--- src/sv/rpe_pkg.sv ---
// Shared types and constants for the rotary position embedding block.
// No dependencies; every other file of the block imports this package.
package rpe_pkg;

   // Row geometry
   localparam int MAX_ROW    = 256;
   localparam int HALF_DEPTH = MAX_ROW / 2;
   localparam int HALF_AW    = $clog2(HALF_DEPTH);
   localparam int POS_W      = 8;
   localparam int LEN_W      = 9;
   localparam int DATA_W     = 16;
   localparam logic [LEN_W-1:0] LEN_CAP =
      LEN_W'(((MAX_ROW < 256) ? MAX_ROW : 256) & ~1);
   localparam logic [LEN_W-1:0] LENGTH_RESET = 9'd64;

   // Queue sizes
   localparam int JOB_DEPTH = 4;
   localparam int JOB_AW    = 2;
   localparam int JOB_CW    = 3;
   localparam int RES_DEPTH = 16;
   localparam int RES_AW    = 4;
   localparam int RES_CW    = 5;

   // Aligned sum width: 16-bit product plus 40 guard bits plus carry
   localparam int MAG_W = 57;

   // Register indexes
   localparam logic CSR_LAYOUT = 1'b0;
   localparam logic CSR_LENGTH = 1'b1;

   typedef enum logic {
      LAYOUT_INTERLEAVED = 1'b0,
      LAYOUT_HALVES      = 1'b1
   } layout_type;

   typedef enum logic [1:0] {
      KIND_FINITE = 2'd0,
      KIND_INF    = 2'd1,
      KIND_NAN    = 2'd2
   } kind_type;

   // Position and flag data that rides along with one rotation
   typedef struct packed {
      logic [POS_W-1:0] pos_lo;
      logic [POS_W-1:0] pos_hi;
      logic             last;
   } meta_type;

   // One rotation: (a, b) against (cos c, sin s)
   typedef struct packed {
      logic [DATA_W-1:0] a;
      logic [DATA_W-1:0] b;
      logic [DATA_W-1:0] c;
      logic [DATA_W-1:0] s;
      meta_type          meta;
   } job_type;

   typedef struct packed {
      kind_type          kind;
      logic              sign;
      logic [15:0]       mag;
      logic signed [9:0] exp;
   } prod_type;

   typedef struct packed {
      logic              special;
      logic [15:0]       sbits;
      logic              sign;
      logic [MAG_W-1:0]  mag;
      logic signed [9:0] top;
   } align_type;

   typedef struct packed {
      logic [POS_W-1:0]  position;
      logic [DATA_W-1:0] value;
      logic              run_end;
      logic              row_end;
   } result_type;

endpackage

--- src/sv/rpe_job_queue.sv ---
// Short queue of rotation jobs between the front end and the arithmetic back end.
// Depends on rpe_pkg.
module rpe_job_queue (
   input  logic                       clock,
   input  logic                       reset,
   input  logic                       push,
   input  rpe_pkg::job_type           push_data,
   input  logic                       pop,
   output rpe_pkg::job_type           head,
   output logic [rpe_pkg::JOB_CW-1:0] count
);
   import rpe_pkg::*;

   job_type            mem_ff [JOB_DEPTH];
   logic [JOB_AW-1:0]  wr_ptr_ff;
   logic [JOB_AW-1:0]  rd_ptr_ff;
   logic [JOB_CW-1:0]  count_ff;
   logic [JOB_CW-1:0]  count_in;

   assign head  = mem_ff[rd_ptr_ff];
   assign count = count_ff;

   always_comb begin
      count_in = count_ff + JOB_CW'(push) - JOB_CW'(pop);
   end

   // Advance pointers and count
   always_ff @(posedge clock) begin
      if (reset) begin
         wr_ptr_ff <= '0;
         rd_ptr_ff <= '0;
         count_ff  <= '0;
      end else begin
         if (push) begin
            wr_ptr_ff <= wr_ptr_ff + 2'd1;
         end
         if (pop) begin
            rd_ptr_ff <= rd_ptr_ff + 2'd1;
         end
         count_ff <= count_in;
      end
   end

   always_ff @(posedge clock) begin
      if (push) begin
         mem_ff[wr_ptr_ff] <= push_data;
      end
   end

`ifndef SYNTH
   a_no_underflow: assert property (@(posedge clock) disable iff (reset)
      pop |-> (count_ff != '0))
      else $error("job queue popped while empty");
`endif

endmodule

--- config.mk ---
export PLATFORM = sky130hd
export DESIGN_NAME = rpe_job_queue
export DESIGN_NICKNAME = d
export VERILOG_FILES = /design/src/sv/rpe_pkg.sv /design/src/sv/rpe_job_queue.sv
export SDC_FILE = /design/constraint.sdc
export NUM_CORES = 1
export LEC_CHECK = 0
export BUFFER_PORTS_ARGS = -buffer_cell sky130_fd_sc_hd__buf_4
export CORE_ASPECT_RATIO = 1.2
export CORE_MARGIN = 1
export CORE_UTILIZATION = 51
export CTS_CLUSTER_SIZE = 30
export DETAILED_ROUTE_END_ITERATION = 12
export GPL_TIMING_DRIVEN = 0
export PLACE_DENSITY = 0.75
export SLEW_MARGIN = 20
export SYNTH_ARGS = -nofsm -noshare
export SYNTH_HDL_FRONTEND = slang
export SYNTH_SLANG_ARGS = --single-unit
--- constraint.sdc ---
create_clock -name clock -period 3.1 [get_ports clock]
set_input_delay 0.465 -clock clock [delete_from_list [all_inputs] [get_ports clock]]
set_output_delay 0.465 -clock clock [all_outputs]
set_load 0.05 [all_outputs]
==> qor.yml <==
outcome:
  outcome: "finished clean"
setup_path:
  crit_chain: "clkbuf_1 -> buf_2 -> mux4_2 -> buf_4"
  setup.worst_path.end_class: "output port"
  critical_path_required_ns: 2.63
  crit_fanout: 10
  path_class: "register to output port"
  crit_path_top_delay_cell: "clkbuf_1"
  cp-start-kind: "register"
  critPathArrivalTime_ns: 2.37
  crit_buf_inv: 3
  slowest_delay_ns: 0.53
  crit_family: "buffers and inverters"
pwr:
  p_leak_nw: 5.096
  p_sw_mw: 2.653
  irDropWorstVdd_v: 0.0005426
  power.density_nw_per_um2: 712.6
  comb_power_share_pct: 15.3
  power_frac_seq_pct: 49.0
  p_clk_share_pct: 35.7
  sw_frac_of_total_pct: 24.84
  p_int_mw: 8.029
clock_tree:
  cts_hold_buffers: 0
  clock_latency_ns: 0.54
  clkTransAtPathRegs_ns: 0.07
  root_buffer: "clkbuf_16"
  htree_levels: 1
  clock-sinks: 333
  cts_resized: 0
  cts_max_path_buffers: 3
  cts_made_buffers: 31
  cts_tree: "built"
  cts_setup_buffers: 0
routing:
  dr_wl_met2_um: 11770
  highest_layer: "met4"
  drtAntennaViolNets: 0
  route.vias.total: 5422
  drt_iter0_markers: 331
  wl_met1_um: 8410
  drt-total-wl_um: 21870
  drc: 0
  drtPass1Iterations: 6
  met3_length_um: 1147
  detail_route.wl_per_cell_um: 21.74
  viasPerCell: 5.390
timing:
  hold_slack_ns: 0.1103
  fin_crit_sh_pct: 91.45
  slew_violations: 0
  final_hold_viol_count: 0
  rsz0062_at_grt: "no"
  max_slew_margin_pct: 51.02
  fmax_mhz: 352.7
  finalClockSkew_ns: 0.01062
  report.final.setup_viol: 0
  tightest_slew_ns: 0.7348
  finalCriticalPeriod_ns: 2.835
placement:
  routabilityCongestion: 0.6869
  hpwl_um: 13770
  dp.cells: 950
  io_buffers: 168
final_layout:
  layout.cells.non_filler: 1006
  synthToLayoutAreaGrowth_pct: 22.91
  nets: 760
  drive_gt1_share_pct: 47.03
  n_antenna_cell: 0
  postLayoutCoreUtil_pct: 64.19
global_routing:
  grt_overflow: 0
  grt_pass1_wl_um: 33080
  antenna_found_initial: 0
  grt_pass1_vias: 6032
  grt_max_degree: 46
  grt_usage_pct: 18.38
logic_synthesis:
  synth_mux_area_share_pct: 15.04
  avgSynthCellArea_um2: 26.34
  synth_top_family_by_area: "multiplexers"
  synth_nets: 555
  synthDistinctLibCells: 19
  ys_ff_latch: 333
  synth_adder_area_share_pct: 0.7796
  syn-cell-area_um2: 12200
  synth_compound_area_share_pct: 0.1231
  synth_sequential_area_ratio_pct: 81.25
  yosysWarnings: 0
  synth_xor_area_share_pct: 0.3385
  synthSimpleGateAreaFrac_pct: 0.5232
  synth_cells: 463
die:
  dieArea_um2: 24540
  die_h_um: 171.4
  start_util_pct: 52.22
  die_x_um: 143.2
  core_um2: 23350
  ios: 169
  rows: 61
flow_run:
  drv_cap: 0
min_path:
  hold_class: "input pin to register"
-- placed cells by master, fill, tap and decap left out --
cell and count:
a21bo_2 1, a21oi_1 1, and2_4 4, buf_12 11, buf_16 1, buf_2 8, buf_4 168, buf_6 1
bufinv_16 5, clkbuf_1 2, clkbuf_16 31, clkinv_1 5, clkinv_2 7, clkinv_4 1, clkinvlp_4 3, dfxtp_1 9
edfxtp_1 324, fa_1 1, ha_1 6, inv_1 6, inv_6 3, mux2i_1 1, mux4_2 81, nand3b_1 1
nor2_1 5, nor2b_1 2, xnor2_1 2, xor3_1 1
-- Yosys cell counts --
cell type | number | area share, %
edfxtp_1 | 324 | 80
mux4_2 | 81 | 15
dfxtp_1 | 9 | 1.5
buf_12 | 8 | 1.3
buf_2 | 8 | 0.33
ha_1 | 6 | 0.62
inv_1 | 6 | 0.18
nor2_1 | 5 | 0.15
and2_1 | 4 | 0.21
nor2b_1 | 2 | 0.10
xnor2_1 | 2 | 0.14
a21bo_2 | 1 | 0.082
a21oi_1 | 1 | 0.041
buf_6 | 1 | 0.092
clkbuf_1 | 1 | 0.031
fa_1 | 1 | 0.16
mux2i_1 | 1 | 0.082
nand3b_1 | 1 | 0.062
xor3_1 | 1 | 0.19
-- final timing paths --
kind / from / endpoint / slack (ns) / cells past startpoint
max: register / head[35] / 0.26 / 4
min: push_data[35] / mem_ff[3][35]$_DFFE_PP_ / 0.11 / 1
max reg2reg: wr_ptr_ff[0]$_SDFFE_PP0P_ / mem_ff[2][5]$_DFFE_PP_ / 1.18 / 4
min reg2reg: rd_ptr_ff[1]$_SDFFE_PP0P_ / rd_ptr_ff[1]$_SDFFE_PP0P_ / 0.55 / 2
-- flip-flops by register name (all words and copies together) (netlist names), named ones only --
name,count
mem_ff,324
count,3
rd_ptr_ff,2
wr_ptr_ff,2
-- power by group through the flow --
stage / Clock [mW] / Sequential, mW / Combinational, mW
6_report: 3.81 / 5.23 / 1.64
5_1_grt: 4.03 / 5.24 / 1.72
4_1_cts: 3.89 / 5.23 / 1.66
3_5_place_dp: 0 / 5.33 / 1.66
3_3_place_gp: 0 / 5.33 / 1.60
2_1_floorplan: 0 / 5.36 / 1.08
-- cell type report --
cell class / count / area [um2]
clock buffer: 32 / 779.5
timing repair buffer: 172 / 1349
buffer: 18 / 215.2
inverter: 6 / 22.52
multi-input combinational: 106 / 2059
tap: 315 / 394.1
fill: 1585 / 8364
clock inverter: 24 / 261.5
sequential: 333 / 9910
-- kinds of logic (layout without fill, tap and decap cells) --
logic type                 after synthesis  in the layout
xor gates and xnor gates                 3              3
and+or+nand+nor                         12             12
adders and majority gates                7              7
muxes                                   82             82
AOI/OAI and AO/OA                        2              2
buffers and inverters                   24            252
DFF                                    333            333
-- metal layers --
layer,global-route usage (%),vias to the layer above
li1,-,2394
met1,22.25,2844
met2,33.17,149
met3,3.202,35
met4,6.358,0
met5,0,-
-- metrics by stage --
| step | worst slack [ns] | instance area (um2) | setup TNS (ns) | power [mW] |
|---|---|---|---|---|
| finish | 0.2650 | 14990 | 0 | 10.68 |
| global route | 0.1520 | 14990 | 0 | 11.00 |
| CTS | 0.2133 | 14990 | 0 | 10.78 |
| detailed placement | 0.8081 | 13950 | 0 | 6.985 |
| global placement | -1.201 | 13850 | -383.42 | 6.935 |
| floorplan | 0.2237 | 12200 | 0 | 6.441 |
(Power assumes the default switching activity.)
